===== src/rtl/core/hims_pkg.sv =====
// Shared types of the hybrid insertion/merge sorter: datapath operations and status flags.
package hims_pkg;

    localparam int VALUE_W = 32;

    // One operation per cycle, issued by the controller to the datapath.
    typedef enum logic [4:0] {
        OP_IDLE,
        OP_LOAD,
        OP_RUN_BEGIN,
        OP_RUN_ADVANCE,
        OP_INS_FETCH,
        OP_INS_HOLD,
        OP_INS_SHIFT,
        OP_INS_PLACE,
        OP_PASS_BEGIN,
        OP_PASS_ADVANCE,
        OP_MRG_BEGIN,
        OP_SEG_ADVANCE,
        OP_COPY_READ,
        OP_COPY_WRITE,
        OP_MRG_READ,
        OP_MRG_WRITE,
        OP_OUT_BEGIN,
        OP_OUT_READ,
        OP_OUT_NEXT,
        OP_OUT_DONE
    } dp_op_t;

    typedef struct packed {
        logic in_last;        // item on the input carries the end-of-batch mark
        logic start_below_n;  // run or segment start lies inside the batch
        logic ins_more;       // insertion index has not passed the run end
        logic greater;        // compared store entry is greater than the held value
        logic hole_edge;      // one more shift moves the hole to the run start
        logic pass_more;      // merge width is still below the batch size
        logic join_need;      // segment has a right half to merge
        logic k_at_hi;        // copy/merge pointer sits on the segment end
        logic out_last;       // output pointer sits on the final element
    } dp_status_t;

endpackage


===== src/rtl/core/hims_ctrl.sv =====
// Controller of the sorter: sequences loading, insertion runs, merge passes and output.
module hims_ctrl
    import hims_pkg::*;
(
    input  logic       aclk,
    input  logic       aresetn,
    input  logic       s_tvalid,
    output logic       s_tready,
    output logic       m_tvalid,
    input  logic       m_tready,
    input  dp_status_t status,
    output dp_op_t     op
);

    typedef enum logic [15:0] {
        S_LOAD      = 16'h0001,
        S_RUN_SETUP = 16'h0002,
        S_INS_CHECK = 16'h0004,
        S_INS_HOLD  = 16'h0008,
        S_INS_CMP   = 16'h0010,
        S_INS_PLACE = 16'h0020,
        S_PASS_CHK  = 16'h0040,
        S_MRG_CHECK = 16'h0080,
        S_MRG_TEST  = 16'h0100,
        S_SEG_NEXT  = 16'h0200,
        S_COPY_RD   = 16'h0400,
        S_COPY_WR   = 16'h0800,
        S_MRG_RD    = 16'h1000,
        S_MRG_WR    = 16'h2000,
        S_OUT_RD    = 16'h4000,
        S_OUT_SHOW  = 16'h8000
    } state_t;

    state_t state_reg, state_next;

    always_comb begin
        state_next = state_reg;
        op         = OP_IDLE;
        s_tready   = 1'b0;
        m_tvalid   = 1'b0;
        unique case (state_reg)
            S_LOAD: begin
                s_tready = 1'b1;
                if (s_tvalid) begin
                    op = OP_LOAD;
                    if (status.in_last) begin
                        state_next = S_RUN_SETUP;
                    end
                end
            end
            S_RUN_SETUP: begin
                if (status.start_below_n) begin
                    op         = OP_RUN_BEGIN;
                    state_next = S_INS_CHECK;
                end else begin
                    op         = OP_PASS_BEGIN;
                    state_next = S_PASS_CHK;
                end
            end
            S_INS_CHECK: begin
                if (status.ins_more) begin
                    op         = OP_INS_FETCH;
                    state_next = S_INS_HOLD;
                end else begin
                    op         = OP_RUN_ADVANCE;
                    state_next = S_RUN_SETUP;
                end
            end
            S_INS_HOLD: begin
                op         = OP_INS_HOLD;
                state_next = S_INS_CMP;
            end
            S_INS_CMP: begin
                if (status.greater) begin
                    op         = OP_INS_SHIFT;
                    state_next = status.hole_edge ? S_INS_PLACE : S_INS_CMP;
                end else begin
                    op         = OP_INS_PLACE;
                    state_next = S_INS_CHECK;
                end
            end
            S_INS_PLACE: begin
                op         = OP_INS_PLACE;
                state_next = S_INS_CHECK;
            end
            S_PASS_CHK: begin
                if (status.pass_more) begin
                    state_next = S_MRG_CHECK;
                end else begin
                    op         = OP_OUT_BEGIN;
                    state_next = S_OUT_RD;
                end
            end
            S_MRG_CHECK: begin
                if (status.start_below_n) begin
                    op         = OP_MRG_BEGIN;
                    state_next = S_MRG_TEST;
                end else begin
                    op         = OP_PASS_ADVANCE;
                    state_next = S_PASS_CHK;
                end
            end
            S_MRG_TEST: begin
                state_next = status.join_need ? S_COPY_RD : S_SEG_NEXT;
            end
            S_SEG_NEXT: begin
                op         = OP_SEG_ADVANCE;
                state_next = S_MRG_CHECK;
            end
            S_COPY_RD: begin
                op         = OP_COPY_READ;
                state_next = S_COPY_WR;
            end
            S_COPY_WR: begin
                op         = OP_COPY_WRITE;
                state_next = status.k_at_hi ? S_MRG_RD : S_COPY_RD;
            end
            S_MRG_RD: begin
                op         = OP_MRG_READ;
                state_next = S_MRG_WR;
            end
            S_MRG_WR: begin
                op         = OP_MRG_WRITE;
                state_next = status.k_at_hi ? S_SEG_NEXT : S_MRG_RD;
            end
            S_OUT_RD: begin
                op         = OP_OUT_READ;
                state_next = S_OUT_SHOW;
            end
            S_OUT_SHOW: begin
                m_tvalid = 1'b1;
                if (m_tready) begin
                    if (status.out_last) begin
                        op         = OP_OUT_DONE;
                        state_next = S_LOAD;
                    end else begin
                        op         = OP_OUT_NEXT;
                        state_next = S_OUT_RD;
                    end
                end
            end
            default: begin
                state_next = S_LOAD;
            end
        endcase
    end

    always_ff @(posedge aclk) begin
        if (!aresetn) begin
            state_reg <= S_LOAD;
        end else begin
            state_reg <= state_next;
        end
    end

endmodule


===== config.mk =====
export PLATFORM = sky130hd
export DESIGN_NAME = hims_ctrl
export DESIGN_NICKNAME = d
export VERILOG_FILES = /design/src/rtl/core/hims_pkg.sv /design/src/rtl/core/hims_ctrl.sv
export SDC_FILE = /design/constraint.sdc
export NUM_CORES = 1
export LEC_CHECK = 0
export BUFFER_PORTS_ARGS = -buffer_cell sky130_fd_sc_hd__buf_2
export CORE_MARGIN = 4
export CORE_UTILIZATION = 40
export CTS_CLUSTER_SIZE = 28
export DETAILED_ROUTE_END_ITERATION = 10
export SETUP_SLACK_MARGIN = 0.02
export SLEW_MARGIN = 5
export SYNTH_ARGS = -nofsm -noshare
export SYNTH_HDL_FRONTEND = slang
export SYNTH_SLANG_ARGS = --single-unit

===== constraint.sdc =====
create_clock -name aclk -period 2.32 [get_ports aclk]
set_input_delay 0.696 -clock aclk [delete_from_list [all_inputs] [get_ports aclk]]
set_output_delay 0.696 -clock aclk [all_outputs]
set_load 0.05 [all_outputs]

==> flow_metrics.tcl <==
set metrics [dict create \
    status "finished with violations" \
    violations "setup timing" \
    final_antenna_net_count 0 \
    fin_setup_tns_ns -2.92 \
    finalSetupViolCount 7 \
    grt-ovfl-total 0 \
    postLayoutCoreUtil 0.673 \
    endpoint "op[4]" \
    leakagePower_nw 0.880 \
    synth-edff-count 0 \
    antenna_found_initial 0 \
    drv_slew 0 \
    finalHoldViolations 0 \
    worst_slack_ns -0.576 \
    combPwrFrac 0.479 \
    syn_area_sq_um 1270 \
    die_y_um 64.4 \
    htreeDepth 1 \
    final_cells 262 \
    grt.met2_usage 0.379 \
    dp.cells 247 \
    path_cells "nor4_4, nand4_1, or4_4, o21ai_2, buf_6" \
    vias 1438 \
    rsz0062_at_grt "yes" \
    yosys_most_used_dff "dfxtp_1" \
    synth_seq_cells 16 \
    synth_warnings 0 \
    viasPerCell 5.49 \
    place_area_sq_um 1740 \
    met3_usage 0.0527 \
    finClkSkew_ns 0.00245 \
    finalCritPeriodShare 1.25 \
    gr-usage-met1 0.235 \
    fp.dieW_um 64.4 \
    ys_types 52 \
    p_seq_frac 0.310 \
    cts_tree "yes" \
    wl_per_cell_um 15.9 \
    worst_pin_slew_ns 0.412 \
    n_antenna_cell 0 \
    port_buffers 19 \
    switchingPower_mw 0.348 \
    grt_first_pass_wirelength_um 6550 \
    first_global_vias 1421 \
    synthesis.nets 162 \
    irDropWorstVdd_uv 299 \
    fmax_mhz 345 \
    core_sq_um 3050 \
    power_density_nw_per_um2 460 \
    p_int_mw 0.596 \
    hold_buffers 0 \
    whs_path_depth 1 \
    critical_path_class "flop to output port" \
    relSlewSlack 0.723 \
    ys_seq_area_frac 0.252 \
    arrival_ns 2.20 \
    clk_pin_slew_ns 0.11 \
    cp_slowest_cell "or4_4" \
    initial_core_util 0.417 \
    grt_use_total 0.205 \
    swShare 0.369 \
    nets 232 \
    cp-start-kind "flop" \
    die_area_sq_um 4150 \
    dr.pass1.iters 4 \
    drc 0 \
    hp-class "flop to flop" \
    num_rows 20 \
    routabilityCongestion 0.943 \
    cp.required_ns 1.62 \
    worstReg2RegEnd "state_reg[11]" \
    insertion_delay_ns 0.30 \
    async_reset_ff_frac 0 \
    design_area_sq_um 2050 \
    avgSynthCellArea_sq_um 8.54 \
    top_usage_layer "met2" \
    cts_sinks 16 \
    syn_inst 149 \
    critPathLaunch "state_reg[3]" \
    total_power_mw 0.945 \
    endpoint_kind "output port" \
    hold_ws_ns 0.524 \
    slowest_delay_ns 0.55 \
    clkPwrFrac 0.211 \
    dp_hpwl_um 3060 \
    largest_reg_flops 16 \
    drive_gt1_frac 0.633 \
    cap_violations 0 \
    fin_crit_ns 2.90 \
    reg2reg_from "state_reg[11]" \
    grt_start_max_net_pins 13 \
    routed_wl_um 4170 \
    r2r_slack_ns 0.19 \
    root_buffer "clkbuf_4" \
    n_fill_cell 242 \
    floorplan.io_pins 20 \
    drt_iter0_drc 61 \
    area_growth_pct 61.5 \
    clockBufferDepth 2 \
    dp_slack_ns -0.310 \
    cts_made_buffers 3 \
    reg2reg_depth 9 \
    worstPathMaxFanout 4 \
]
-- worst max-delay path: cells and delay by family (launching register included) --
kind / cells / cell delay (ns)
AO/OA/AOI/OAI: 1 / 0.16
buffers and inverters: 1 / 0.17
flip-flops: 1 / 0.38
AND/OR/NAND/NOR: 3 / 1.18
-- cells by family after synthesis --
kind of cell    count (synthesis)  share of synthesized area
buf+inv                        15                     0.0718
simple gates                   85                      0.482
flops                          16                      0.252
mux                             2                     0.0157
compound gates                 27                      0.151
xor+xnor                        4                     0.0275
-- cells in the mapped netlist, types with 4 or more instances --
library cell   n  area (sq um)
nand2_1        7          26.3
nor3b_1        5          37.5
buf_2          4          20.0
nor2_2         4          25.0
or4_1          4          30.0
inv_1          5          18.8
nor3_1         6          30.0
o21ai_0       10          50.1
dfxtp_1       16           320
nor2_1        11          41.3
xor2_1         4          35.0
nor2b_1        4          25.0
nand2b_1       7          43.8
nand4_1        6          37.5
a21oi_1        4          20.0
nor4_1         4          25.0
-- what timing repair did --
action                     CTS  global route
pin swaps                    9             9
resized for setup           43            18
setup endpoints to repair    7             7
buffers inserted             9             4
cloned                       0             0
-- worst min-delay path by stage --
| stage | startpoint | slack (ns) | endpoint |
|---|---|---|---|
| 2_1_floorplan | state_reg[11] | 0.50 | state_reg[11] |
| 3_3_place_gp | state_reg[12] | 0.53 | state_reg[13] |
| 3_5_place_dp | state_reg[12] | 0.54 | state_reg[13] |
| 4_1_cts | state_reg[11] | 0.53 | state_reg[11] |
| 5_1_grt | state_reg[11] | 0.53 | state_reg[11] |
| 6_report | state_reg[11] | 0.52 | state_reg[11] |
-- cells in the final DEF, fill, tap and decap left out, drive strengths merged, types with 2 or more instances in the layout --
cell type  count
buf           74
nand2b         7
nor2b          4
nand2          8
a21oi          5
xor2           4
or4            6
dfxtp         16
nor4b          4
a21boi         2
nor3b          6
nor4           9
nor3           8
nor2          15
or4b           2
and3           2
clkbuf         4
a211o          2
inv            6
o21ai         11
a31o           2
nand4          6
nand3          2
mux2i          2
-- per-layer routing --
metal / vias to the layer above / wire (um)
met5: - / 0
met4: 0 / 86
met3: 10 / 227
met2: 46 / 2150
met1: 691 / 1700
li1: 691 / -
-- power by group through the flow --
stage | clock (mW) | sequential [mW] | combinational [mW]
finish | 0.200 | 0.293 | 0.452
CTS | 0.203 | 0.295 | 0.417
global placement | 0 | 0.302 | 0.348
floorplan | 0 | 0.292 | 0.234
detailed placement | 0 | 0.303 | 0.353
global route | 0.219 | 0.294 | 0.477
-- layout make-up --
type,instances,area [sq um],share of cell area
multi-input cells,118,996,0.485
flip-flops and latches,16,350,0.171
clock buffers,4,36.3,0.0177
inverters,6,30.0,0.0146
repair buffers,74,587,0.286
well taps,44,55.1,0.0268
Note: power is estimated with default switching activity, not from simulation.
